==> src/kmc_pkg.sv <==
package kmc_pkg;

  localparam int COORD_W   = 16;
  localparam int FRAC_BITS = 8;
  localparam int MEAN_W    = 25;
  localparam int DIFF_W    = 26;
  localparam int DIST_W    = 52;

  // Input kinds
  localparam logic [1:0] KIND_LOAD   = 2'd0;
  localparam logic [1:0] KIND_ASSIGN = 2'd1;
  localparam logic [1:0] KIND_COUNT  = 2'd2;

  // Result kinds
  localparam logic [1:0] RES_DONE   = 2'd0;
  localparam logic [1:0] RES_ASSIGN = 2'd1;
  localparam logic [1:0] RES_COUNT  = 2'd2;

  // Error codes
  localparam logic [1:0] ERR_OK  = 2'd0;
  localparam logic [1:0] ERR_FEW = 2'd1;
  localparam logic [1:0] ERR_OVF = 2'd2;

  // Register indexes
  localparam logic [1:0] REG_CLUSTERS = 2'd0;
  localparam logic [1:0] REG_ITER     = 2'd1;
  localparam logic [1:0] REG_DIMS     = 2'd2;

  localparam logic [4:0] CLUSTERS_RST = 5'd2;
  localparam logic [7:0] ITER_RST     = 8'd100;
  localparam logic [2:0] DIMS_RST     = 3'd2;

  typedef struct packed {
    logic [1:0]         kind;
    logic signed [15:0] coord_0;
    logic signed [15:0] coord_1;
    logic signed [15:0] coord_2;
    logic signed [15:0] coord_3;
    logic               last_point;
    logic [9:0]         index;
  } in_item_t;

  typedef struct packed {
    logic [1:0]  result_kind;
    logic [9:0]  item_index;
    logic [10:0] value;
    logic [1:0]  error_code;
  } out_item_t;

  // Broadcast control from the sequencer to every cell
  typedef struct packed {
    logic       clear;
    logic       acc_en;
    logic       mean_init;
    logic       mean_we;
    logic [1:0] mean_dim;
    logic [2:0] dims;
  } kmc_ctl_t;

endpackage

==> src/kmc_div.sv <==
module kmc_div #(
  parameter int SUM_W = 26,
  parameter int CNT_W = 11
) (
  input  logic                              clk,
  input  logic                              rst,
  input  logic                              start,
  input  logic signed [SUM_W-1:0]           num,
  input  logic [CNT_W-1:0]                  den,
  output logic                              done,
  output logic signed [kmc_pkg::MEAN_W-1:0] quot
);

  import kmc_pkg::*;

  localparam int NUM_W = SUM_W + FRAC_BITS;
  localparam int C_W   = $clog2(NUM_W + 1);

  logic             busy;
  logic [C_W-1:0]   cnt;
  logic [NUM_W-1:0] q;
  logic [CNT_W:0]   rem;
  logic [CNT_W:0]   rem_sh;
  logic [CNT_W-1:0] den_r;
  logic             neg;
  logic             ge;
  logic [SUM_W-1:0] mag;

  assign mag    = num[SUM_W-1] ? SUM_W'(-num) : SUM_W'(num);
  assign rem_sh = {rem[CNT_W-1:0], q[NUM_W-1]};
  assign ge     = rem_sh >= {1'b0, den_r};

  // Sequence one quotient bit per cycle
  always_ff @(posedge clk) begin
    if (rst) begin
      busy <= 1'b0;
      done <= 1'b0;
      cnt  <= '0;
    end else begin
      done <= 1'b0;
      if (start) begin
        busy <= 1'b1;
        cnt  <= C_W'(NUM_W);
      end else if (busy) begin
        cnt <= cnt - C_W'(1);
        if (cnt == C_W'(1)) begin
          busy <= 1'b0;
          done <= 1'b1;
        end
      end
    end
  end

  // Restoring shift-subtract on the magnitude
  always_ff @(posedge clk) begin
    if (start) begin
      q     <= {mag, {FRAC_BITS{1'b0}}};
      rem   <= '0;
      den_r <= den;
      neg   <= num[SUM_W-1];
    end else if (busy) begin
      q   <= {q[NUM_W-2:0], ge};
      rem <= ge ? rem_sh - {1'b0, den_r} : rem_sh;
    end
  end

  // Truncate toward zero: restore the sign
  assign quot = MEAN_W'(neg ? (~q + NUM_W'(1)) : q);

endmodule

==> config.mk <==
export PLATFORM = sky130hd
export DESIGN_NAME = kmc_div
export DESIGN_NICKNAME = d
export VERILOG_FILES = /design/src/kmc_pkg.sv /design/src/kmc_div.sv
export SDC_FILE = /design/constraint.sdc
export NUM_CORES = 1
export LEC_CHECK = 0
export ABC_AREA = 1
export ABC_CLOCK_PERIOD_IN_PS = 2100
export BUFFER_PORTS_ARGS = -buffer_cell sky130_fd_sc_hd__buf_2
export CORE_MARGIN = 5
export CORE_UTILIZATION = 45
export DETAILED_ROUTE_END_ITERATION = 8
export GPL_TIMING_DRIVEN = 0
export PLACE_DENSITY = 0.68
export SLEW_MARGIN = 10
export SYNTH_ARGS = -nofsm -noshare
export SYNTH_HDL_FRONTEND = slang
export SYNTH_SLANG_ARGS = --single-unit
export TNS_END_PERCENT = 50
==> constraint.sdc <==
create_clock -name clk -period 2.1 [get_ports clk]
set_clock_uncertainty 0.2 [all_clocks]
set_input_delay 0.315 -clock clk [delete_from_list [all_inputs] [get_ports clk]]
set_output_delay 0.315 -clock clk [all_outputs]
set_load 0.005 [all_outputs]
==> results by group <==
Routing
  – Antenna-violating nets left: 0
  – Met3 WL post-DR: 617 um
  – DR iter-0 viols: 335
  – Met2 wire len: 6490 um
  – Vias: 4,837
  – Via/cell ratio: 5.23
  – Pre-antenna DRT Iters: 5
  – Residual DRC: 0
  – M1 wire length: 5980 um
  – Post-DR wirelength/cell: ~14 um
  – Final Routed Wirelength: 13,400 um
  – Highest layer used for signal routing: met4

STA
  – Slew HR: 0.619
  – Fmax: 408 MHz
  – Max Slew Vio Count: 0
  – Final worst path period need: roughly 2.4 ns
  – RSZ-0062 raised after global routing: yes
  – Hold Fails Final Rpt: 0
  – Least-Margin Pin Slew: 0.572 ns
  – Hold Slack: 0.0645 ns
  – Final worst slack: -0.349 ns
  – Setup violations, final: 23
  – Period utilisation layout: 1.17

Setup path
  – Crit path buf inv count: 2
  – Worst path max stage delay: 0.46 ns
  – Setup CP Type: flop to primary output
  – CP max stage cell: edfxtp_1
  – Crit path cell chain: nor2_1, inv_1, nor3_4, nand2_1, nand2_2, nand3_1, nand2_1, buf_2
  – CP endpoint kind: primary output
  – Crit path max-delay family: simple AND/OR/NAND/NOR gates
  – CP max FO: 3
  – CP Launch Type: flop
  – WP data arrival: 1.93 ns
  – Critical path's most frequent cell: nand2_1
  – Worst Path Required: 1.58 ns

Place
  – DP HPWL: a little over 9000 um
  – Dpl cells: 867
  – Number of port buffers: 65
  – GPL Wtd Cong: roughly 0.92

Layout
  – # fillers: about 960
  – Register area: approximately 0.0017 mm^2
  – Area of the multi-input gates: 0.00280 mm^2
  – Layout Cells excl Fill: between 900 and 1k
  – Layout area overhead: 28.6%
  – Final nets: 839
  – Antenna Diode Count: 0
  – Layout cells sized above 1: 0.263

Synth
  – Cell Area, Synth: 0.00469 mm^2
  – Fraction of registers with async set/reset: 0
  – EDFF count, synth: 38
  – Synthesized flop and latch total: 65
  – Top_reg_cell synth: edfxtp_1
  – Synthesized area per cell: about 7 um^2
  – Post-synth top area share: 0.243
  – Cell count after synthesis: roughly 670
  – Synth warnings: 0
  – Largest cells by area after synthesis: edfxtp_1, nand2_1, dfxtp_1, inv_1, nor2_1
  – Post-synth top area cell: edfxtp_1
  – Post-Syn Nets: 722
  – Most common cell in the synthesized netlist: nand2_1
  – Seq/Total Area, Yosys: 0.358
  – Top cells by count, synth: nand2_1, inv_1, nor2_1
  – Yosys cell types: 43

Power and ir drop
  – Peak VDD IR: approximately 0.0003 V
  – Leakage: 2.85 nW
  – PD cells: 585 mW/mm^2

GRT
  – First-pass GRT wire length: between 20,000 and 25,000 um
  – Vias in the first global route: 4,608
  – Pin count of the biggest net entering global routing: 35
  – Initial antenna violation count: 0
  – GRT overflow: 0
  – GRT Resource Usage Total: 0.208

Clock tree
  – Clk_lat worst skew: about 0.35 ns
  – Root Buffer Master: clkbuf_8
  – TritonCTS clock tree: built
  – CTS buffer count: 9
  – Clock transition at path regs: 0.07 ns
  – Max Root-Sink Buffers: 2
  – # H-tree levels: 3
  – Clock sink count: 65

Hold path
  – Worst Hold Class: input pin to flop

Outcome
  – Status: finished, violations left
  – Failing checks: setup timing

Die
  – Core area: 0.0102 mm^2
  – I/O Pins: 66
  – DIE HEIGHT: 112 um
  – Die W: 112 um
  – Cell Rows: 37
  – Starting density of the core: 0.459
  – DIE AREA: 0.0126 mm^2

Run
  – Max-Cap Viols: 0
-- layout by cell type (no fill, tap or decap), types with 2 or more instances in the layout --
| master | synthesis | layout |
|---|---|---|
| o22ai_1 | 12 | 12 |
| nand3_1 | 51 | 39 |
| and2_1 | 2 | 2 |
| o21ai_0 | 31 | 27 |
| xnor2_1 | 4 | 3 |
| ha_1 | 15 | 13 |
| o21ai_1 | 2 | 5 |
| buf_2 | 3 | 68 |
| nand3_2 | 6 | 14 |
| dfxtp_2 | 0 | 4 |
| nor3_2 | 2 | 2 |
| bufinv_16 | 0 | 2 |
| inv_1 | 92 | 83 |
| a21oi_2 | 0 | 3 |
| nor4_1 | 3 | 2 |
| edfxtp_1 | 38 | 38 |
| nor3_4 | 0 | 3 |
| nand4_1 | 20 | 20 |
| nor2_1 | 69 | 58 |
| nor3_1 | 11 | 8 |
| nand2_1 | 180 | 173 |
| clkbuf_8 | 0 | 11 |
| o31ai_1 | 3 | 3 |
| nand2_2 | 12 | 19 |
| nand3_4 | 1 | 5 |
| dlygate4sd3_1 | 0 | 12 |
| nand3b_1 | 3 | 3 |
| buf_4 | 2 | 28 |
| nor3b_1 | 2 | 2 |
| a21o_1 | 2 | 2 |
| clkbuf_1 | 8 | 9 |
| inv_2 | 3 | 11 |
| nor2_2 | 4 | 10 |
| buf_6 | 1 | 5 |
| xor2_1 | 22 | 22 |
| clkinv_2 | 0 | 2 |
| nor2_4 | 1 | 6 |
| a21oi_1 | 20 | 17 |
| dfxtp_1 | 27 | 23 |
-- layer usage --
metal  up-vias  global-route usage
met5         -                   0
met4         0              0.0673
met3        27              0.0296
met2       166               0.348
met1      2225               0.277
li1       2419                   -
-- sequential cells by signal (all words and copies together), names as in the netlist --
register	count
q	34
cnt	6
den_r	11
neg	1
busy	1
rem	11
done	1
-- per-stage QoR --
stage | TNS [ns] | total power [mW] | instance area [um^2] | util | setup WS (ns)
6_report | -4.27 | 3.53 | 6030 | 0.590 | -0.349
5_1_grt | -6.98 | 3.70 | 6030 | 0.590 | -0.447
4_1_cts | -2.93 | 3.47 | 5850 | 0.572 | -0.267
3_5_place_dp | -20.35 | 2.17 | 5190 | 0.507 | -0.562
3_3_place_gp | -18.95 | 2.16 | 5190 | 0.507 | -0.525
2_1_floorplan | 0 | 1.93 | 4690 | - | 0.107
-- kinds of logic after synthesis --
family                     Yosys count  share of synthesized area
and+or+nand+nor                    373                      0.363
buffers and inverters              113                     0.0979
AOI/OAI and AO/OA                   73                     0.0875
DFF                                 65                      0.358
xor gates and xnor gates            26                     0.0485
adders and majority gates           16                     0.0443
-- worst reg2reg max path, cell delays in order, from the launching register on --
cell      delay (ns)
edfxtp_1        0.36
inv_2           0.05
ha_2            0.19
fa_2            0.36
inv_2           0.08
nand3_2         0.09
nand3_4         0.13
nand2_8         0.10
nand4_4         0.11
buf_12          0.15
nand3_2         0.08
nand3_1         0.07
nand2_1         0.05
-- power by group --
part           internal, mW  switching, mW  total [mW]
registers              1.45         0.0671        1.52
clock network         0.733          0.491        1.22
logic                 0.317          0.471       0.788
total                  2.50           1.03        3.53
-- repair_timing --
action                     4_1_cts  5_1_grt
buffers inserted                22        7
setup endpoints to repair       69       34
cloned                           0        0
pin swaps                       10       13
hold buffers                    12        0
hold endpoints to repair        13        0
gates resized for setup         48       38
-- area by class of cell --
class                      instances  share of cell area
sequential                        65               0.280
clock inverter                     3              0.0108
clock buffer                      13              0.0263
inverter                          98              0.0624
buffer                            15              0.0158
timing repair buffer             106               0.112
multi-input combinational        488               0.465
tap                              136              0.0282
-- final timing paths --
kind	from	end	slack [ns]	cells after the start
min reg2reg	rem[10]	rem[10]	0.27	2
max	q[9]	quot[18]	-0.35	8
min	num[25]	neg	0.06	1
max reg2reg	q[33]	rem[9]	-0.02	12
No activity file was read; power rests on OpenSTA's default activity.
